[config.mk]
export PLATFORM = sky130hd
export DESIGN_NAME = rgb2yuv_queue
export DESIGN_NICKNAME = d
export VERILOG_FILES = /design/src/hw/rtl/rgb2yuv_queue.sv
export SDC_FILE = /design/constraint.sdc
export NUM_CORES = 1
export LEC_CHECK = 0
export BUFFER_PORTS_ARGS = -buffer_cell sky130_fd_sc_hd__clkbuf_2
export CAP_MARGIN = 10
export CELL_PAD_IN_SITES_DETAIL_PLACEMENT = 0
export CELL_PAD_IN_SITES_GLOBAL_PLACEMENT = 1
export CORE_MARGIN = 5
export CORE_UTILIZATION = 51
export DETAILED_ROUTE_END_ITERATION = 6
export GPL_ROUTABILITY_DRIVEN = 0
export GPL_TIMING_DRIVEN = 0
export HOLD_SLACK_MARGIN = 0.15
export PLACE_DENSITY = 0.79
export SETUP_SLACK_MARGIN = 0.4
export SYNTH_ARGS = -nofsm -noshare
export SYNTH_HDL_FRONTEND = slang
export SYNTH_SLANG_ARGS = --single-unit
[constraint.sdc]
create_clock -name clk -period 5.5 [get_ports clk]
set_input_delay 1.1 -clock clk [delete_from_list [all_inputs] [get_ports clk]]
set_output_delay 1.1 -clock clk [all_outputs]
set_load 0.05 [all_outputs]
[src/hw/rtl/rgb2yuv_queue.sv]
`default_nettype none
// ---------------------------------------------------------------------------
// rgb2yuv_queue
// Small FIFO between the classifying front end and the colour back end.
// ---------------------------------------------------------------------------
module rgb2yuv_queue #(
  parameter int WIDTH = 8,
  parameter int DEPTH = 4
) (
  input  wire logic             clk,
  input  wire logic             rst,
  input  wire logic             push_valid,
  output logic                  push_ready,
  input  wire logic [WIDTH-1:0] push_data,
  output logic                  pop_valid,
  input  wire logic             pop_ready,
  output logic [WIDTH-1:0]      pop_data
);

  localparam int PW = (DEPTH > 1) ? $clog2(DEPTH) : 1;
  localparam int NW = $clog2(DEPTH + 1);

  logic [WIDTH-1:0] store [DEPTH];
  logic [PW-1:0]    wr_ptr;
  logic [PW-1:0]    rd_ptr;
  logic [NW-1:0]    fill;
  logic             push;
  logic             pop;

  assign push_ready = (fill != NW'(DEPTH));
  assign pop_valid  = (fill != '0);
  assign pop_data   = store[rd_ptr];
  assign push       = push_valid && push_ready;
  assign pop        = pop_valid && pop_ready;

  always_ff @(posedge clk) begin
    if (push) begin
      store[wr_ptr] <= push_data;
    end
  end

  always_ff @(posedge clk) begin
    if (rst) begin
      wr_ptr <= '0;
      rd_ptr <= '0;
      fill   <= '0;
    end else begin
      if (push) begin
        wr_ptr <= (wr_ptr == PW'(DEPTH - 1)) ? '0 : wr_ptr + PW'(1);
      end
      if (pop) begin
        rd_ptr <= (rd_ptr == PW'(DEPTH - 1)) ? '0 : rd_ptr + PW'(1);
      end
      if (push && !pop) begin
        fill <= fill + NW'(1);
      end else if (pop && !push) begin
        fill <= fill - NW'(1);
      end
    end
  end

endmodule
`default_nettype wire

==> results of run 1 <==
==> placed cells by master (no fill, tap or decap), types with 2 or more instances in the layout <==
cell / Yosys / layout
or3_2: 2 / 2
nand2b_1: 2 / 2
ha_1: 6 / 6
xor2_1: 2 / 2
clkbuf_2: 1 / 21
edfxtp_1: 32 / 32
inv_1: 3 / 3
dfxtp_1: 9 / 9
clkbuf_1: 1 / 4
clkbuf_4: 0 / 5
and3_2: 4 / 4
nor2_1: 3 / 3
mux2i_1: 3 / 3
mux4_2: 8 / 8
a21oi_1: 2 / 2
==> critical path, stage by stage (launching register included) <==
cell,delay [ps]
dfxtp_1,320
buf_2,270
mux4_2,550
clkbuf_2,250
==> worst paths after layout <==
| check | from | endpoint | slack, ps | depth (start not counted) |
|---|---|---|---|---|
| setup / recovery | flip-flop | pop_data[5] | 2670 | 3 |
| hold / removal | rd_ptr[0] | rd_ptr[0] | 510 | 2 |
| setup reg to reg | fill[0] | fill[2] | 3070 | 7 |
| hold reg to reg | rd_ptr[0] | rd_ptr[0] | 510 | 2 |
==> sequential cells by signal (all words and copies together), names as in the netlist, named ones only <==
signal	count
store	32
wr_ptr	2
fill	3
rd_ptr	2
==> power by group through the flow <==
stage,sequential [mW],combinational (mW),clock (mW)
global placement,0.410,0.327,0
finish,0.405,0.330,0.136
floorplan,0.405,0.270,0
CTS,0.405,0.335,0.142
detailed placement,0.412,0.332,0
global route,0.412,0.357,0.158
==> cells by family (layout without fill, tap and decap cells) <==
family          Yosys count  count (layout)  share of synthesized area [%]
flops                    41              41                           69.8
xor+xnor                  2               2                           1.07
simple gates             17              17                           6.51
fa+ha+maj                 7               7                           5.82
mux                      11              11                           12.9
compound gates            5               5                           2.14
buf+inv                   7              35                           1.76
==> area by class of cell <==
class | count | area, sq um
fill | 257 | 1210
sequential | 41 | 1140
multi-input combinational | 42 | 464
timing repair buffer | 20 | 100
tap | 44 | 55.1
clock buffer | 8 | 48.8
buffer | 4 | 17.5
inverter | 3 | 11.3
==> stage by stage <==
stage	power, mW	utilization [%]	instances	cell area, sq um
global placement	0.737	58.6	154	1790
CTS	0.882	60.2	162	1840
detailed placement	0.743	58.6	154	1790
finish	0.871	60.2	162	1840
floorplan	0.675	-	90	1630
global route	0.927	60.2	162	1840
==> layer usage <==
metal	up-vias	track usage, %
met5	-	0
met2	19	23.0
li1	403	-
met4	0	7.61
met3	7	4.05
met1	396	15.3
==> flow_summary.ini, run 1 <==
[outcome]
outcome = completed

[routing]
met1_length_mm = 1.05
avgViaCountPerCell = 5.09
wire_per_inst_microns = 15.2
wl_mm = 2.46
wl_met2_mm = 1.25
vias = 825
final_antenna_net_count = 0
first_pass_iters = 4
drc = 0
wl_met3_microns = 98
drt_iter0_drc = 31
top_layer = met4

[power_and_ir_drop]
pwr-share-comb_pct = 37.9
ir_worst_vdd_mv = 0.353
p_sw_mw = 0.325
p_int_mw = 0.545
p_sw_share_pct = 37.4
powerDensity_mw_per_mm2 = 474
leakage_nw = 0.683
clkPwrFrac_pct = 15.7
p_seq_share_pct = 46.5

[min_path]
hold_path_class = flip-flop to flip-flop

[synth]
synth_top_cell_by_area = edfxtp_1
synth_area_leaders = edfxtp_1, dfxtp_1, mux4_2
netlist-cell-type-count = 26
netlist.area_leader.share_pct = 58.8
syn_area_sq_mm = 0.00163
synth.avg_cell_area_sq_um = 18.2
synth_top_flop_cell = edfxtp_1
synth_edf_count = 32
synthArstFlopShare_pct = 0
synth_nets = 109
synth_commonest_cells = edfxtp_1, dfxtp_1, mux4_2
synth_cells = 90
synth-seq-cells = 41
seq_area_frac_synth_pct = 69.8
synth.most_common_cell = edfxtp_1
yosys_warnings = 0

[placement]
hpwl_mm = 1.73
io_buffers = 20
dp_worst_setup_slack_ps = 2670

[die]
rows = 20
io_pins = 22
core_area_sq_mm = 0.00305
die_w_microns = 66.6
die_area_sq_mm = 0.00444
dieHeight_microns = 66.6
initial_core_util_pct = 53.5

[cts]
ctsLongestPathBuffers = 2
cts_hold_buffers = 0
post_cts_buffers = 0
cts.clk_slew.worst_paths_ps = 100
cts_tree = yes
clk_root_buffer_cell = clkbuf_4
cts.sinks = 41
insertion_delay_ps = 330
numCtsBuffers = 5
cts_resized = 0
cts-htree-levels = 2

[global_route]
grt_use_total_pct = 13.7
gr-total-overflow = 0
antenna_found_initial = 0
grt_pass1_wl_mm = 4.24
first_global_vias = 885
grt_max_degree = 12

[sta]
fin_tns_setup_ps = 0
slew_viol_final = 0
timing.fmax_ghz = 0.354
setup_viol = 0
hold_violations = 0
hold_ws_ps = 511
tightestPinTransition_ps = 591
period_needed_ps = 2830
max_slew_margin_pct = 60.3
skew_ps = 3.62
rsz0062_at_grt = false
fin_crit_sh_pct = 51.4
layout_setup_ws_ps = 2670

[job]
drv_cap = 0

[setup_path]
worstPathRequired_ps = 4400
cp-start-kind = flip-flop
crit_fanout = 8
path_class = flip-flop to output pin
endpoint_kind = output pin
cp.arrival_ps = 1730

[layout]
nets = 136
syn2layout_area_growth_pct = 12.5
diodes = 0
drive_gt1_share_pct = 36.4
(Power assumes the default switching activity.)
==> inputs of run 2 (changes only) <==
--- a/config.mk
+++ b/config.mk
@@ -10,12 +10,12 @@
 export CELL_PAD_IN_SITES_DETAIL_PLACEMENT = 0
 export CELL_PAD_IN_SITES_GLOBAL_PLACEMENT = 1
 export CORE_MARGIN = 5
-export CORE_UTILIZATION = 51
+export CORE_UTILIZATION = 47
 export DETAILED_ROUTE_END_ITERATION = 6
 export GPL_ROUTABILITY_DRIVEN = 0
 export GPL_TIMING_DRIVEN = 0
 export HOLD_SLACK_MARGIN = 0.15
-export PLACE_DENSITY = 0.79
+export PLACE_DENSITY = 0.74
 export SETUP_SLACK_MARGIN = 0.4
 export SYNTH_ARGS = -nofsm -noshare
 export SYNTH_HDL_FRONTEND = slang
==> constraint.sdc (replaced) <==
create_clock -name clk -period 2.9 [get_ports clk]
set_input_delay 0.58 -clock clk [delete_from_list [all_inputs] [get_ports clk]]
set_output_delay 0.58 -clock clk [all_outputs]
set_load 0.05 [all_outputs]
==> run 2 against run 1 <==
Die area increased by 7.2%. Total power increased by 90%. Critical path depth unchanged. Utilization decreased by 5.3 points. Non-clock buffer count unchanged.
==> flow_summary.ini, run 2 (same netlist as run 1, synthesis figures left out) <==
[sta]
fin_tns_setup_ps = 0
rsz0062_at_grt = false
timing.fmax_ghz = 0.431
hold_violations = 0
slew_viol_final = 0
tightestPinTransition_ps = 508
setup_viol = 0
max_slew_margin_pct = 66.1
fin_crit_sh_pct = 79.9
skew_ps = 4.91
period_needed_ps = 2320

[layout]
largest_reg_flops = 32
nets = 136
regMostFlops = store
drive_gt1_share_pct = 37.3
fin_area_sq_mm = 0.00185
finalNonFillerCells = 164
syn2layout_area_growth_pct = 12.9
diodes = 0
layout_common_cells = edfxtp_1, clkbuf_2, dfxtp_1
mostFrequentLayoutCell = edfxtp_1
top_regs = store x32, fill x3

[cts]
cts.clk_slew.worst_paths_ps = 110
clk_root_buffer_cell = clkbuf_4
cts.sinks = 41
cts_tree = yes
insertion_delay_ps = 330
ctsLongestPathBuffers = 2
cts-htree-levels = 2
post_cts_buffers = 0
numCtsBuffers = 5

[die]
die_area_sq_mm = 0.00476
core_area_sq_mm = 0.00336
dieHeight_microns = 69.0
initial_core_util_pct = 48.6
rows = 21
io_pins = 22
die_w_microns = 69.0

[setup_path]
cp-start-kind = flip-flop
timing.rr.start = fill[1]
crit_fanout = 8
worstPathRequired_ps = 2320
endpoint_kind = output pin
cp.arrival_ps = 1740
critPathSlowestCell = mux4_2
path_class = flip-flop to output pin
crit_chain = buf_2, mux4_2, clkbuf_2
critPathMaxStageDelay_ps = 560

[global_route]
grt_use_total_pct = 13.2
grt_pass1_wl_mm = 4.20
antenna_found_initial = 0
first_global_vias = 879
grt_max_degree = 13
gr-total-overflow = 0

[power_and_ir_drop]
powerDensity_mw_per_mm2 = 897
power.total_mw = 1.66
leakage_nw = 0.682
ir_worst_vdd_mv = 0.345

[min_path]
hp-start = push_data[3]
hold_path_class = input pin to flip-flop

[routing]
wire_per_inst_microns = 15.3
vias = 849
first_pass_iters = 4
avgViaCountPerCell = 5.18
wl_mm = 2.51
drt_iter0_drc = 56
drc = 0
final_antenna_net_count = 0

[outcome]
outcome = completed

[job]
drv_cap = 0

[placement]
io_buffers = 20
placed_area_sq_mm = 0.00179
post-place-cells = 156
hpwl_mm = 1.75
[run 2: final cells by class]
type	instances	area (sq um)
clock inverter	1	3.75
fill	302	1520
inverter	3	11.3
multi-input combinational	42	469
tap	46	57.6
clock buffer	7	45.0
timing repair buffer	20	100
sequential	41	1140
buffer	4	17.5
[run 2: metal layers]
metal / wire (microns) / up-vias / share of wire [%] / global-route usage [%]
li1: - / 403 / - / -
met3: 158 / 6 / 6.3 / 6.00
met2: 1230 / 18 / 49 / 21.1
met5: 0 / - / 0 / 0
met1: 1080 / 422 / 43 / 15.3
met4: 46 / 0 / 1.8 / 5.84
[run 2: worst max-delay path: cells and delay by family (launching register included)]
kind	cells	cell delay, ps
buffers and inverters	2	530
flip-flops	1	320
multiplexers	1	560
[run 2: worst paths after layout]
check,slack (ps),cells past startpoint,endpoint
worst max-delay path,580,3,pop_data[0]
worst min-delay path,460,1,store[3][3]
worst max register to register,610,9,fill[2]
worst min register to register,510,2,rd_ptr[0]
[run 2: metrics by stage]
| step | utilization, % | hold slack (ps) | setup WS, ps |
|---|---|---|---|
| floorplan | - | 463 | 535 |
| global placement | 53.3 | 479 | 570 |
| detailed placement | 53.3 | 491 | 548 |
| CTS | 54.7 | 447 | 518 |
| global route | 54.9 | 430 | 430 |
| finish | 54.9 | 461 | 582 |
[run 2: timing repair]
action,CTS,global route
endpoints found under the setup margin,0,1
gates resized for setup,0,1
hold buffers,0,0
[run 2: where the power goes]
| group | switching (mW) | total (mW) | internal, mW |
|---|---|---|---|
| Combinational | 0.408 | 0.627 | 0.219 |
| Clock | 0.166 | 0.259 | 0.0934 |
| Sequential | 0.0488 | 0.770 | 0.721 |
| Total | 0.622 | 1.66 | 1.03 |
