[src/hw/rtl/rgb2yuv_pkg.sv]
`default_nettype none
// ---------------------------------------------------------------------------
// rgb2yuv_pkg
// Shared types, register indexes and the BT.601 coefficient ROM tables.
// ---------------------------------------------------------------------------
package rgb2yuv_pkg;

  localparam int CFG_INDEX_W = 4;
  localparam int CFG_DATA_W  = 12;

  localparam logic [CFG_INDEX_W-1:0] REG_FRAME_WIDTH  = 4'd0;
  localparam logic [CFG_INDEX_W-1:0] REG_FRAME_HEIGHT = 4'd1;

  localparam logic [CFG_DATA_W-1:0] FRAME_WIDTH_RESET  = 12'd640;
  localparam logic [CFG_DATA_W-1:0] FRAME_HEIGHT_RESET = 12'd480;

  localparam logic KIND_LUMA   = 1'b0;
  localparam logic KIND_CHROMA = 1'b1;

  localparam int QUEUE_DEPTH = 4;

  // coefficient selectors for the ROM builder
  localparam int unsigned COEF_YR   = 0;
  localparam int unsigned COEF_YG   = 1;
  localparam int unsigned COEF_YB   = 2;
  localparam int unsigned COEF_UR   = 3;
  localparam int unsigned COEF_UG   = 4;
  localparam int unsigned COEF_VG   = 5;
  localparam int unsigned COEF_VB   = 6;
  localparam int unsigned COEF_K112 = 7;

  localparam logic [25:0]        LUMA_OFFSET   = 26'd1048576;
  localparam logic signed [26:0] CHROMA_OFFSET = 27'sd8388608;

  typedef logic [23:0] rom_word_t;
  typedef rom_word_t rom_t [256];

  typedef struct packed {
    logic [7:0] red;
    logic [7:0] green;
    logic [7:0] blue;
  } rgb_t;

  typedef struct packed {
    logic odd_col;
    logic odd_row;
    logic last_block;
  } pix_class_t;

  // trunc(float(coef) * float(i << 8)); mantissa and exponent of each
  // single-precision coefficient are given directly
  function automatic rom_word_t rom_value(input int unsigned c, input int unsigned i);
    logic [47:0] q;
    int unsigned k;
    int unsigned s;
    int unsigned j;
    logic [47:0] p;
    logic [47:0] r;
    logic [47:0] low;
    logic [47:0] half;
    case (c)
      COEF_YR:   begin q = 48'd8582726;  k = 17; end
      COEF_YG:   begin q = 48'd8424849;  k = 16; end
      COEF_YB:   begin q = 48'd13089374; k = 19; end
      COEF_UR:   begin q = 48'd9908257;  k = 18; end
      COEF_UG:   begin q = 48'd9725936;  k = 17; end
      COEF_VG:   begin q = 48'd12292719; k = 17; end
      COEF_VB:   begin q = 48'd9549382;  k = 19; end
      default:   begin q = 48'd14680064; k = 17; end
    endcase
    p = q * (48'(i & 32'hFF) << 8);
    if (p == 48'd0) begin
      return 24'd0;
    end
    s = 0;
    for (j = 0; j < 24; j++) begin
      if ((p >> s) >= 48'h1000000) begin
        s = s + 1;
      end
    end
    r = p >> s;
    if (s > 0) begin
      low  = p & ((48'd1 << s) - 48'd1);
      half = 48'd1 << (s - 1);
      if (low > half || (low == half && r[0])) begin
        r = r + 48'd1;
      end
      if (r >= 48'h1000000) begin
        r = r >> 1;
        s = s + 1;
      end
    end
    if (s >= k) begin
      return 24'(r << (s - k));
    end
    return 24'(r >> (k - s));
  endfunction

  function automatic rom_t build_rom(input int unsigned c);
    rom_t t;
    int unsigned i;
    for (i = 0; i < 256; i++) begin
      t[i] = rom_value(c, i);
    end
    return t;
  endfunction

  localparam rom_t ROM_YR   = build_rom(COEF_YR);
  localparam rom_t ROM_YG   = build_rom(COEF_YG);
  localparam rom_t ROM_YB   = build_rom(COEF_YB);
  localparam rom_t ROM_UR   = build_rom(COEF_UR);
  localparam rom_t ROM_UG   = build_rom(COEF_UG);
  localparam rom_t ROM_VG   = build_rom(COEF_VG);
  localparam rom_t ROM_VB   = build_rom(COEF_VB);
  localparam rom_t ROM_K112 = build_rom(COEF_K112);

endpackage
`default_nettype wire

[src/hw/rtl/rgb2yuv_if.sv]
`default_nettype none
// ---------------------------------------------------------------------------
// rgb2yuv channel interfaces
// Pixel input, result output and configuration write channels.
// ---------------------------------------------------------------------------
interface rgb2yuv_pix_if;
  logic       valid;
  logic       ready;
  logic [7:0] red_value;
  logic [7:0] green_value;
  logic [7:0] blue_value;

  modport source (output valid, red_value, green_value, blue_value, input ready);
  modport sink   (input valid, red_value, green_value, blue_value, output ready);
endinterface


interface rgb2yuv_cfg_if;
  logic        valid;
  logic        ready;
  logic [3:0]  index;
  logic [11:0] data;

  modport source (output valid, index, data, input ready);
  modport sink   (input valid, index, data, output ready);
endinterface
`default_nettype wire

[src/hw/rtl/rgb2yuv_front.sv]
`default_nettype none
// ---------------------------------------------------------------------------
// rgb2yuv_front
// Frame size registers, raster counters and per-pixel classification.
// ---------------------------------------------------------------------------
module rgb2yuv_front #(
  parameter int MAX_WIDTH  = 2048,
  parameter int MAX_HEIGHT = 2048,
  parameter int IW         = 10
) (
  input  wire logic                 clk,
  input  wire logic                 rst,
  rgb2yuv_pix_if.sink               pix,
  rgb2yuv_cfg_if.sink               cfg,
  output logic                      push_valid,
  input  wire logic                 push_ready,
  output rgb2yuv_pkg::pix_class_t   cls,
  output logic [IW-1:0]             idx,
  output rgb2yuv_pkg::rgb_t         rgb
);
  import rgb2yuv_pkg::*;

  localparam int CCW = (MAX_WIDTH > 1) ? $clog2(MAX_WIDTH) : 1;
  localparam int RCW = (MAX_HEIGHT > 1) ? $clog2(MAX_HEIGHT) : 1;
  localparam int W_LIMIT = MAX_WIDTH - (MAX_WIDTH % 2);
  localparam int H_LIMIT = MAX_HEIGHT - (MAX_HEIGHT % 2);

  logic [CFG_DATA_W-1:0] frame_width;
  logic [CFG_DATA_W-1:0] frame_height;
  logic [CCW-1:0]        column_count;
  logic [RCW-1:0]        row_count;
  logic [CCW-1:0]        column_count_next;
  logic [RCW-1:0]        row_count_next;

  logic [CFG_DATA_W-1:0] w_even;
  logic [CFG_DATA_W-1:0] h_even;
  logic [CCW:0]          w_eff;
  logic [RCW:0]          h_eff;
  logic                  wrap_col;
  logic [CCW-1:0]        col_e;
  logic [RCW:0]          row_p;
  logic [RCW-1:0]        row_e;
  logic [CCW:0]          col_inc;
  logic [RCW:0]          row_inc;
  logic                  end_row;
  logic                  end_frame;
  logic                  accept;

  assign cfg.ready  = 1'b1;
  assign push_valid = pix.valid;
  assign pix.ready  = push_ready;
  assign accept     = pix.valid && push_ready;

  always_ff @(posedge clk) begin
    if (rst) begin
      frame_width  <= FRAME_WIDTH_RESET;
      frame_height <= FRAME_HEIGHT_RESET;
    end else if (cfg.valid) begin
      case (cfg.index)
        REG_FRAME_WIDTH:  frame_width  <= cfg.data;
        REG_FRAME_HEIGHT: frame_height <= cfg.data;
        default: ;
      endcase
    end
  end

  // effective sizes: low bit dropped, clamped to [2, max]
  always_comb begin
    w_even = {frame_width[CFG_DATA_W-1:1], 1'b0};
    h_even = {frame_height[CFG_DATA_W-1:1], 1'b0};
    if (w_even < 12'd2) begin
      w_eff = (CCW+1)'(2);
    end else if (int'(w_even) > W_LIMIT) begin
      w_eff = (CCW+1)'(W_LIMIT);
    end else begin
      w_eff = (CCW+1)'(w_even);
    end
    if (h_even < 12'd2) begin
      h_eff = (RCW+1)'(2);
    end else if (int'(h_even) > H_LIMIT) begin
      h_eff = (RCW+1)'(H_LIMIT);
    end else begin
      h_eff = (RCW+1)'(h_even);
    end
  end

  always_comb begin
    // a size change mid-frame can leave the counters out of range: wrap them
    wrap_col  = {1'b0, column_count} >= w_eff;
    col_e     = wrap_col ? '0 : column_count;
    row_p     = wrap_col ? {1'b0, row_count} + (RCW+1)'(1) : {1'b0, row_count};
    row_e     = (row_p >= h_eff) ? '0 : row_p[RCW-1:0];
    col_inc   = {1'b0, col_e} + (CCW+1)'(1);
    row_inc   = {1'b0, row_e} + (RCW+1)'(1);
    end_row   = col_inc >= w_eff;
    end_frame = row_inc >= h_eff;
    if (end_row) begin
      column_count_next = '0;
      row_count_next    = end_frame ? '0 : row_inc[RCW-1:0];
    end else begin
      column_count_next = col_inc[CCW-1:0];
      row_count_next    = row_e;
    end
  end

  always_ff @(posedge clk) begin
    if (rst) begin
      column_count <= '0;
      row_count    <= '0;
    end else if (accept) begin
      column_count <= column_count_next;
      row_count    <= row_count_next;
    end
  end

  assign cls.odd_col    = col_e[0];
  assign cls.odd_row    = row_e[0];
  assign cls.last_block = end_row && end_frame;
  assign idx            = IW'(col_e >> 1);
  assign rgb.red        = pix.red_value;
  assign rgb.green      = pix.green_value;
  assign rgb.blue       = pix.blue_value;

endmodule
`default_nettype wire

[src/flat_wrapper.sv]
// flat-port wrapper written by rule: the top's interface ports become plain ports
module rgb2yuv_front_flat import rgb2yuv_pkg::*;
#(
  parameter int MAX_WIDTH  = 2048,
  parameter int MAX_HEIGHT = 2048,
  parameter int IW         = 10
)
  (clk, rst, push_valid, push_ready, cls, idx, rgb, pix_valid, pix_red_value, pix_green_value, pix_blue_value, pix_ready, cfg_valid, cfg_index, cfg_data, cfg_ready);
  rgb2yuv_pix_if pix_i ();
  rgb2yuv_cfg_if cfg_i ();
  input  wire logic clk;
  input  wire logic rst;
  output logic push_valid;
  input  wire logic push_ready;
  output rgb2yuv_pkg::pix_class_t cls;
  output logic [IW-1:0] idx;
  output rgb2yuv_pkg::rgb_t rgb;
  input wire logic [$bits(pix_i.valid)-1:0] pix_valid;
  input wire logic [$bits(pix_i.red_value)-1:0] pix_red_value;
  input wire logic [$bits(pix_i.green_value)-1:0] pix_green_value;
  input wire logic [$bits(pix_i.blue_value)-1:0] pix_blue_value;
  output wire logic [$bits(pix_i.ready)-1:0] pix_ready;
  input wire logic [$bits(cfg_i.valid)-1:0] cfg_valid;
  input wire logic [$bits(cfg_i.index)-1:0] cfg_index;
  input wire logic [$bits(cfg_i.data)-1:0] cfg_data;
  output wire logic [$bits(cfg_i.ready)-1:0] cfg_ready;
  assign pix_i.valid = pix_valid;
  assign pix_i.red_value = pix_red_value;
  assign pix_i.green_value = pix_green_value;
  assign pix_i.blue_value = pix_blue_value;
  assign pix_ready = pix_i.ready;
  assign cfg_i.valid = cfg_valid;
  assign cfg_i.index = cfg_index;
  assign cfg_i.data = cfg_data;
  assign cfg_ready = cfg_i.ready;
  rgb2yuv_front #(.MAX_WIDTH(MAX_WIDTH), .MAX_HEIGHT(MAX_HEIGHT), .IW(IW)) u_core (.clk(clk), .rst(rst), .pix(pix_i), .cfg(cfg_i), .push_valid(push_valid), .push_ready(push_ready), .cls(cls), .idx(idx), .rgb(rgb));
endmodule
[config.mk]
export PLATFORM = sky130hd
export DESIGN_NAME = rgb2yuv_front_flat
export DESIGN_NICKNAME = d
export VERILOG_FILES = /design/src/hw/rtl/rgb2yuv_pkg.sv /design/src/hw/rtl/rgb2yuv_if.sv /design/src/hw/rtl/rgb2yuv_front.sv /design/src/flat_wrapper.sv
export SDC_FILE = /design/constraint.sdc
export NUM_CORES = 1
export LEC_CHECK = 0
export BUFFER_PORTS_ARGS = -buffer_cell sky130_fd_sc_hd__buf_2
export CAP_MARGIN = 20
export CORE_UTILIZATION = 57
export CTS_BUF_LIST = sky130_fd_sc_hd__clkbuf_4 sky130_fd_sc_hd__clkbuf_8
export DETAILED_ROUTE_END_ITERATION = 8
export GPL_ROUTABILITY_DRIVEN = 0
export PLACE_DENSITY = 0.91
export SLEW_MARGIN = 20
export SYNTH_ARGS = -nofsm -noshare
export SYNTH_HDL_FRONTEND = slang
export SYNTH_SLANG_ARGS = --single-unit
[constraint.sdc]
create_clock -name clk -period 8.35 [get_ports clk]
set_clock_uncertainty 0.15 [all_clocks]
set_input_delay 0.835 -clock clk [delete_from_list [all_inputs] [get_ports clk]]
set_output_delay 0.835 -clock clk [all_outputs]
set_load 0.01 [all_outputs]
==> results of run 1 <==
final timing paths:
| kind | end | depth (start not counted) | startpoint | slack [ns] |
|---|---|---|---|---|
| setup / recovery | cls[0] | 26 | u_core.frame_width[5]$_SDFFE_PP0P_ | 0.59 |
| hold / removal | u_core.column_count[10]$_SDFFE_PP0P_ | 2 | u_core.column_count[10]$_SDFFE_PP0P_ | 0.34 |
| setup reg to reg | u_core.row_count[5]$_SDFFE_PP0P_ | 27 | u_core.frame_width[5]$_SDFFE_PP0P_ | 0.88 |
| hold reg to reg | u_core.column_count[10]$_SDFFE_PP0P_ | 2 | u_core.column_count[10]$_SDFFE_PP0P_ | 0.34 |
cell families (layout without fill, tap and decap cells):
group / count (synthesis) / count (layout) / share of synthesized area
AOI/OAI and AO/OA: 106 / 106 / 0.188
muxes: 18 / 18 / 0.0449
other: 1 / 1 / 0.000934
and+or+nand+nor: 202 / 202 / 0.252
adders and majority gates: 45 / 45 / 0.140
xor gates and xnor gates: 28 / 28 / 0.0611
DFF: 44 / 44 / 0.219
buffers and inverters: 71 / 70 / 0.0935
metrics by stage:
stage | hold slack (ns) | utilization | setup slack (ns) | power [uW] | instance area (um^2)
2_1_floorplan | 0.295 | - | 2.08 | 286 | 4020
3_3_place_gp | 0.309 | 0.597 | 1.24 | 291 | 4050
3_5_place_dp | 0.324 | 0.597 | 0.924 | 294 | 4050
4_1_cts | 0.337 | 0.611 | 0.569 | 439 | 4150
5_1_grt | 0.376 | 0.611 | 0.118 | 457 | 4150
6_report | 0.337 | 0.611 | 0.586 | 440 | 4150
per-layer routing:
metal,routed length (um),up-vias,part of all wire
li1,-,1834,-
met2,5030,231,0.48
met5,0,-,0
met4,371,0,0.036
met3,848,42,0.082
met1,4150,1812,0.40
cell usage in the layout, fill, tap and decap left out, types with 16 or more instances in the layout:
master   count
a21oi_1     23
buf_2       34
dfxtp_1     44
ha_1        45
inv_1       22
mux2i_1     18
nand2_1     41
nand3_1     19
nor2_1      61
nor3_1      16
xnor2_1     22
flip-flops by register name, indices dropped and copies added (netlist names):
name and flops:
u_core.frame_height 11, u_core.column_count 11, u_core.row_count 11, u_core.frame_width 11
critical path, stage by stage (launching register included):
cell and delay (ns):
dfxtp_1 0.34, nor4_1 0.38, nand3_1 0.14, a21oi_1 0.34, ha_1 0.31, nand2b_1 0.08
a21oi_1 0.10, o21ai_2 0.51, a311oi_2 0.20, xnor2_1 0.50, inv_1 0.13, ha_1 0.33
nand4_1 0.16, a21oi_1 0.20, nor3_1 0.07, o21ai_0 0.41, a211o_2 0.38, nor3_1 0.12
ha_1 0.34, a21o_1 0.16, a21o_1 0.17, a21o_1 0.18, a211oi_1 0.26, o211a_1 0.21
o31a_1 0.22, nor2_1 0.07, buf_2 0.15
final cells by class:
| type | instances | area (um^2) |
|---|---|---|
| inverters | 25 | 93.8 |
| fillers | 574 | 2640 |
| flip-flops and latches | 44 | 881 |
| repair buffers | 37 | 193 |
| well taps | 96 | 120 |
| clock buffers | 6 | 82.6 |
| clock inverters | 2 | 15.0 |
| multi-input cells | 400 | 2770 |
timing repair:
item	in CTS	in global routing
hold endpoints to repair	0	0
buffers inserted	0	0
gates resized for setup	0	1
endpoints found under the setup margin	0	1
where the power goes:
group	internal (uW)	switching, uW	total, uW
logic	27.0	44.9	71.9
clock network	67.1	80.5	148
registers	214	5.96	220
==> results.sh, run 1 <==
export IMPL_insertion_delay_ns=0.30
export IMPL_synth_distinct_cells=64
export IMPL_grtUsageTotal=0.292
export IMPL_syn_nets=605
export IMPL_routed_wl_um=10400
export IMPL_place_inst=602
export IMPL_die_w_um=85.9
export IMPL_status="complete, no violations"
export IMPL_die_h_um=85.9
export IMPL_timing_final_crit_share=0.930
export IMPL_clk_pin_slew_ns=0.09
export IMPL_grt_setup_unrepaired="no"
export IMPL_nets=603
export IMPL_cp_required_ns=7.36
export IMPL_top_usage_layer="met2"
export IMPL_grtUsageMet3=0.0529
export IMPL_ys_warn_count=0
export IMPL_fin_setup_tns_ns=0
export IMPL_tightest_slew_ns=0.851
export IMPL_synth_top_area_share=0.219
export IMPL_maxCapViolations=0
export IMPL_viasPerCell=6.42
export IMPL_synth_common_cells="61 x nor2_1, 45 x ha_1, 44 x dfxtp_1"
export IMPL_slew_violations=0
export IMPL_drc=0
export IMPL_synth_edf_count=0
export IMPL_ioPinCount=85
export IMPL_synth_avg_cell_area_um2=7.80
export IMPL_crit_type="flip-flop to output port"
export IMPL_numPortBuffers=34
export IMPL_cp_max_fo=17
export IMPL_n_antenna_cell=0
export IMPL_max_freq_mhz=129
export IMPL_rows=30
export IMPL_wl_per_cell_um=17.0
export IMPL_ctsHoldBuffers=0
export IMPL_drt_iter0_markers=447
export IMPL_min_path_type="flip-flop to flip-flop"
export IMPL_grt_use_met1=0.351
export IMPL_overflow=0
export IMPL_grt_max_degree=47
export IMPL_fp_coreArea_um2=6790
export IMPL_drive_above_1_share=0.126
export IMPL_hold_violations=0
export IMPL_cp_data_arrival_time_ns=6.78
export IMPL_floorplan_initialDensity=0.591
export IMPL_fp_dieArea_um2=7390
export IMPL_crit_path_start_kind="flip-flop"
export IMPL_synth_most_common_cell="nor2_1"
export IMPL_drt_antenna_violating_nets=0
export IMPL_cts_root_buf="clkbuf_8"
export IMPL_numCtsBuffers=5
export IMPL_cts_sinks=44
export IMPL_area_growth_pct=3.40
export IMPL_synthTopCellsByArea="dfxtp_1 22%, ha_1 14%, nor2_1 5.7%, buf_4 5.2%, xnor2_1 4.8%"
export IMPL_slew_headroom=0.432
export IMPL_ir_drop_mv=0.0773
export IMPL_antenna_found_initial=0
export IMPL_synthesis_instances=515
export IMPL_final_cells=610
export IMPL_p_leak_uw=0.00177
export IMPL_yosysSeqAreaShare=0.219
export IMPL_p_per_area_nw_per_um2=106
export IMPL_synth_seq_cells=44
export IMPL_synth_ff_type="dfxtp_1"
export IMPL_grt_pass1_vias=3731
export IMPL_crit_path_end_kind="output port"
export IMPL_dp_hpwl_um=7940
export IMPL_ctsHtreeMaxLevel=2
export IMPL_dr_pass1_iters=7
export IMPL_syn_cell_area_um2=4020
export IMPL_setup_viol=0
export IMPL_cts_tree="yes"
export IMPL_synth_top_area_cell="dfxtp_1"
export IMPL_synthArstFlopShare=0
export IMPL_clockBufferDepth=2
export IMPL_period_needed_ns=7.76
export IMPL_grt_pass1_wl_um=17300
export IMPL_use_met2=0.506
export IMPL_vias=3919
Power figures use the tool's default switching activity.
==> run 2: changes to the inputs <==
GPL_TIMING_DRIVEN = 0   (was not set)
MAX_ROUTING_LAYER = met4   (was not set)
==> results.sh, run 2 (synthesized netlist as in run 1, its figures left out) <==
export IMPL_dr_pass1_iters=5
export IMPL_crit_type="flip-flop to output port"
export IMPL_rrSetupSlack_ns=0.63
export IMPL_cts_root_buf="clkbuf_8"
export IMPL_cp_required_ns=7.36
export IMPL_ir_drop_mv=0.109
export IMPL_vias=4260
export IMPL_maxCapViolations=0
export IMPL_ctsHtreeMaxLevel=2
export IMPL_final_core_util=0.669
export IMPL_holdPathStages=2
export IMPL_period_needed_ns=7.92
export IMPL_cp_max_fo=10
export IMPL_p_leak_uw=0.00202
export IMPL_r2r_start="u_core.frame_width[5]$_SDFFE_PP0P_"
export IMPL_final_cell_mix="61 x nor2_1, 60 x buf_2, 45 x ha_1, 44 x dfxtp_1, 41 x nand2_1"
export IMPL_rows=30
export IMPL_numPortBuffers=57
export IMPL_fp_dieArea_um2=7390
export IMPL_n_antenna_cell=0
export IMPL_grt_pass1_vias=3920
export IMPL_cts_tree="yes"
export IMPL_crit_path_start_kind="flip-flop"
export IMPL_postCtsSetupRepairBufs=0
export IMPL_dp_hpwl_um=8760
export IMPL_cts_sinks=44
export IMPL_crit_path_end_kind="output port"
export IMPL_hold_violations=0
export IMPL_grt_pass1_wl_um=18500
export IMPL_fp_coreArea_um2=6790
export IMPL_timing_final_crit_share=0.949
export IMPL_slew_violations=0
export IMPL_slew_headroom=0.444
export IMPL_slowest_stage="xnor2_1"
export IMPL_fin_setup_tns_ns=0
export IMPL_numCtsBuffers=5
export IMPL_max_freq_mhz=126
export IMPL_r2r_cells=29
export IMPL_critical_path_max_stage_delay_ns=0.48
export IMPL_drc=0
export IMPL_holdCritStartpoint="u_core.column_count[1]$_SDFFE_PP0P_"
export IMPL_layout_cells_most_common="nor2_1"
export IMPL_grt_setup_unrepaired="no"
export IMPL_p_per_area_nw_per_um2=108
export IMPL_status="complete, no violations"
export IMPL_viasPerCell=6.30
export IMPL_routed_wl_um=11500
export IMPL_ioPinCount=85
export IMPL_die_w_um=85.9
export IMPL_fillers=542
export IMPL_die_h_um=85.9
export IMPL_wl_per_cell_um=17.0
export IMPL_insertion_delay_ns=0.31
export IMPL_drive_above_1_share=0.197
export IMPL_grtUsageTotal=0.327
export IMPL_nets=669
export IMPL_crit_start="u_core.frame_width[5]$_SDFFE_PP0P_"
export IMPL_floorplan_initialDensity=0.591
export IMPL_clockBufferDepth=2
export IMPL_tightest_slew_ns=0.835
export IMPL_area_growth_pct=13.1
export IMPL_min_path_type="flip-flop to flip-flop"
export IMPL_drt_iter0_markers=600
export IMPL_setup_viol=0
export IMPL_clk_pin_slew_ns=0.10
export IMPL_grt_max_degree=16
export IMPL_antenna_found_initial=0
export IMPL_cp_data_arrival_time_ns=6.94
export IMPL_overflow=0
export IMPL_drt_antenna_violating_nets=0
run 2: critical path, delay by kind of cell, from the launching register on:
family	cells	cell delay (ns)
AOI/OAI and AO/OA	12	2.78
xor gates and xnor gates	1	0.48
adders and majority gates	3	0.86
buffers and inverters	4	0.96
DFF	1	0.34
and+or+nand+nor	8	1.20
run 2: path summary, 6_finish.rpt:
path | end
max | cls[0]
min | u_core.column_count[1]$_SDFFE_PP0P_
max reg2reg | u_core.row_count[5]$_SDFFE_PP0P_
min reg2reg | u_core.column_count[1]$_SDFFE_PP0P_
run 2: what timing repair did:
action	4_1_cts	5_1_grt
setup endpoints to repair	0	1
hold buffers	0	0
resized for setup	0	1
run 2: layer usage:
metal / global-route usage / share of wire / vias up
met2: 0.546 / 0.47 / 310
met5: - / 0 / -
li1: - / - / 1970
met1: 0.396 / 0.39 / 1922
met4: 0.130 / 0.039 / 0
met3: 0.0481 / 0.10 / 58
run 2: metrics by stage:
| stage | hold WS, ns | power (uW) | area, um^2 | instances | setup WS [ns] |
|---|---|---|---|---|---|
| finish | 0.357 | 490 | 4540 | 676 | 0.429 |
| global route | 0.366 | 506 | 4540 | 676 | 0.00925 |
| CTS | 0.351 | 486 | 4540 | 676 | 0.466 |
| detailed placement | 0.334 | 315 | 4420 | 668 | 0.926 |
| global placement | 0.311 | 311 | 4420 | 668 | 1.08 |
| floorplan | 0.295 | 286 | 4020 | 515 | 2.08 |
run 2: where the power goes:
| part | internal [uW] | total (uW) | switching [uW] |
|---|---|---|---|
| registers | 214 | 219 | 5.19 |
| logic | 39.5 | 93.9 | 54.4 |
| clock network | 90.3 | 177 | 86.6 |
| total | 344 | 490 | 146 |
run 2: final cells by class:
| class | instances | area [um^2] | share of cell area |
|---|---|---|---|
| timing repair buffer | 57 | 285 | 0.0628 |
| clock buffer | 5 | 68.8 | 0.0151 |
| inverter | 25 | 93.8 | 0.0207 |
| tap | 96 | 120 | 0.0264 |
| sequential | 44 | 881 | 0.194 |
| clock inverter | 3 | 46.3 | 0.0102 |
| multi-input combinational | 400 | 2770 | 0.609 |
| buffer | 46 | 282 | 0.0620 |
==> run 3: changes to the inputs <==
ABC_AREA = 1   (was not set)
CORE_UTILIZATION = 58   (was 57)
==> results.sh, run 3 <==
export IMPL_status="complete, no violations"
export IMPL_cp_required_ns=7.36
export IMPL_p_leak_uw=0.00232
export IMPL_vias=4538
export IMPL_ir_drop_mv=0.0969
export IMPL_layout_cells_most_common="nand2_1"
export IMPL_path_common_cell="nand2_1"
export IMPL_min_path_type="flip-flop to flip-flop"
export IMPL_insertion_delay_ns=0.31
export IMPL_synth_common_cells="140 x nand2_1, 71 x inv_1, 54 x a21oi_1"
export IMPL_synthTopCellsByArea="dfxtp_1 21%, ha_1 13%, nand2_1 12%, a21oi_1 6.4%, inv_1 6.3%"
export IMPL_fp_dieArea_um2=7670
export IMPL_wl_per_cell_um=14.2
export IMPL_synth_edf_count=0
export IMPL_period_needed_ns=7.83
export IMPL_synth_seq_cells=44
export IMPL_area_growth_pct=12.4
export IMPL_post_cts_resized=0
export IMPL_slew_headroom=0.475
export IMPL_final_cell_mix="140 x nand2_1, 71 x inv_1, 59 x buf_2, 54 x a21oi_1, 52 x nor2_1"
export IMPL_die_h_um=87.6
export IMPL_clk_pin_slew_ns=0.09
export IMPL_crit_type="flip-flop to output port"
export IMPL_ctsHtreeMaxLevel=2
export IMPL_synth_ff_type="dfxtp_1"
export IMPL_synthesis_instances=631
export IMPL_p_per_area_nw_per_um2=103
export IMPL_clockBufferDepth=2
export IMPL_drive_above_1_share=0.220
export IMPL_overflow=0
export IMPL_ys_warn_count=0
export IMPL_fillers=556
export IMPL_yosysSeqAreaShare=0.207
export IMPL_slowest_stage="a211oi_2"
export IMPL_multiInputGateArea_um2=2740
export IMPL_drc=0
export IMPL_r2r_cells=36
export IMPL_max_freq_mhz=128
export IMPL_cts_root_buf="clkbuf_8"
export IMPL_grt_setup_unrepaired="no"
export IMPL_synth_avg_cell_area_um2=6.73
export IMPL_drt_iter0_markers=409
export IMPL_critical_path_max_stage_delay_ns=0.45
export IMPL_tightest_slew_ns=0.781
export IMPL_viasPerCell=5.72
export IMPL_numCtsBuffers=5
export IMPL_setup_viol=0
export IMPL_routed_wl_um=11300
export IMPL_holdPathStages=2
export IMPL_pre_cts_ws_ns=1.13
export IMPL_drt_antenna_violating_nets=0
export IMPL_hold_violations=0
export IMPL_cts_sinks=44
export IMPL_nets=786
export IMPL_crit_path_end_kind="output port"
export IMPL_cts_tree="yes"
export IMPL_die_w_um=87.6
export IMPL_slew_violations=0
export IMPL_ioPinCount=85
export IMPL_grt_pass1_wl_um=17800
export IMPL_grtUsageTotal=0.307
export IMPL_synth_top_area_cell="dfxtp_1"
export IMPL_postCtsSetupRepairBufs=0
export IMPL_rows=30
export IMPL_synth_most_common_cell="nand2_1"
export IMPL_cp_max_fo=10
export IMPL_ctsHoldBuffers=0
export IMPL_n_antenna_cell=0
export IMPL_synth_top_area_share=0.207
export IMPL_fin_setup_tns_ns=0
export IMPL_dr_pass1_iters=5
export IMPL_antenna_found_initial=0
export IMPL_worst_slack_ns=0.517
export IMPL_grt_max_degree=16
export IMPL_grt_pass1_vias=4039
export IMPL_register_area_um2=881
export IMPL_dp_hpwl_um=8980
export IMPL_final_core_util=0.688
export IMPL_syn_cell_area_um2=4250
export IMPL_floorplan_initialDensity=0.612
export IMPL_numPortBuffers=58
export IMPL_syn_nets=721
export IMPL_timing_final_crit_share=0.938
export IMPL_crit_path_start_kind="flip-flop"
export IMPL_fp_coreArea_um2=6940
export IMPL_maxCapViolations=0
export IMPL_synth_distinct_cells=46
export IMPL_cp_data_arrival_time_ns=6.85
export IMPL_synthArstFlopShare=0
## run 3: cell types whose count changed after synthesis, sizes merged, moves of 8 or more
cell | before | now
a211oi | 10 | 2
a21oi | 23 | 56
a31oi | 12 | 0
inv | 23 | 86
mux2i | 18 | 0
nand2 | 41 | 148
nand3 | 21 | 29
nand4 | 12 | 21
o21ai | 16 | 40
xnor2 | 22 | 2
## run 3: final timing paths
path                                                          from                            endpoint  slack (ns)
worst max-delay path            u_core.frame_width[2]$_SDFFE_PP0P_                              cls[0]        0.52
worst min-delay path            u_core.frame_width[1]$_SDFFE_PP0P_  u_core.frame_width[1]$_SDFFE_PP0P_        0.33
worst max register to register  u_core.frame_width[2]$_SDFFE_PP0P_    u_core.row_count[8]$_SDFFE_PP0P_        1.28
worst min register to register  u_core.frame_width[1]$_SDFFE_PP0P_  u_core.frame_width[1]$_SDFFE_PP0P_        0.33
## run 3: critical path, delay by kind of cell, from the launching register on
family,cells,cell delay [ns]
DFF,1,0.33
AOI/OAI and AO/OA,5,1.20
adders and majority gates,3,0.94
and+or+nand+nor,21,3.12
buffers and inverters,6,0.95
## run 3: cells by family (layout without fill, tap and decap cells)
group,count (synthesis),after routing,share of synthesized area
AOI/OAI and AO/OA,107,107,0.137
xor gates and xnor gates,15,15,0.0345
adders and majority gates,45,45,0.133
buffers and inverters,129,195,0.147
DFF,44,44,0.207
other,1,1,0.000883
and+or+nand+nor,290,290,0.341
## run 3: report_power, final
part,internal [uW],total (uW),switching (uW)
sequential,214,219,4.50
clock,90.2,172,81.5
combinational,39.6,102,62.2
## run 3: per-layer routing
layer | routed length, um | GRT usage | part of all wire | vias to the layer above
met3 | 1000 | 0.0490 | 0.089 | 46
met4 | 469 | 0.146 | 0.042 | 0
li1 | - | - | - | 2177
met2 | 5300 | 0.532 | 0.47 | 301
met5 | 0 | - | 0 | -
met1 | 4520 | 0.344 | 0.40 | 2014
## run 3: area by class of cell
cell class | instances | share of cell area
Tap cell | 96 | 0.0252
Multi-Input combinational cell | 458 | 0.574
Sequential cell | 44 | 0.184
Buffer | 41 | 0.0616
Timing Repair Buffer | 58 | 0.0608
Inverter | 88 | 0.0692
Clock inverter | 3 | 0.00996
Clock buffer | 5 | 0.0144
## run 3: per-stage QoR
stage | area (um^2) | power, uW | hold WS [ns] | std cells
floorplan | 4250 | 292 | 0.290 | 631
global placement | 4660 | 317 | 0.305 | 785
detailed placement | 4660 | 321 | 0.317 | 785
CTS | 4770 | 489 | 0.330 | 793
global route | 4770 | 510 | 0.353 | 793
finish | 4770 | 492 | 0.327 | 793
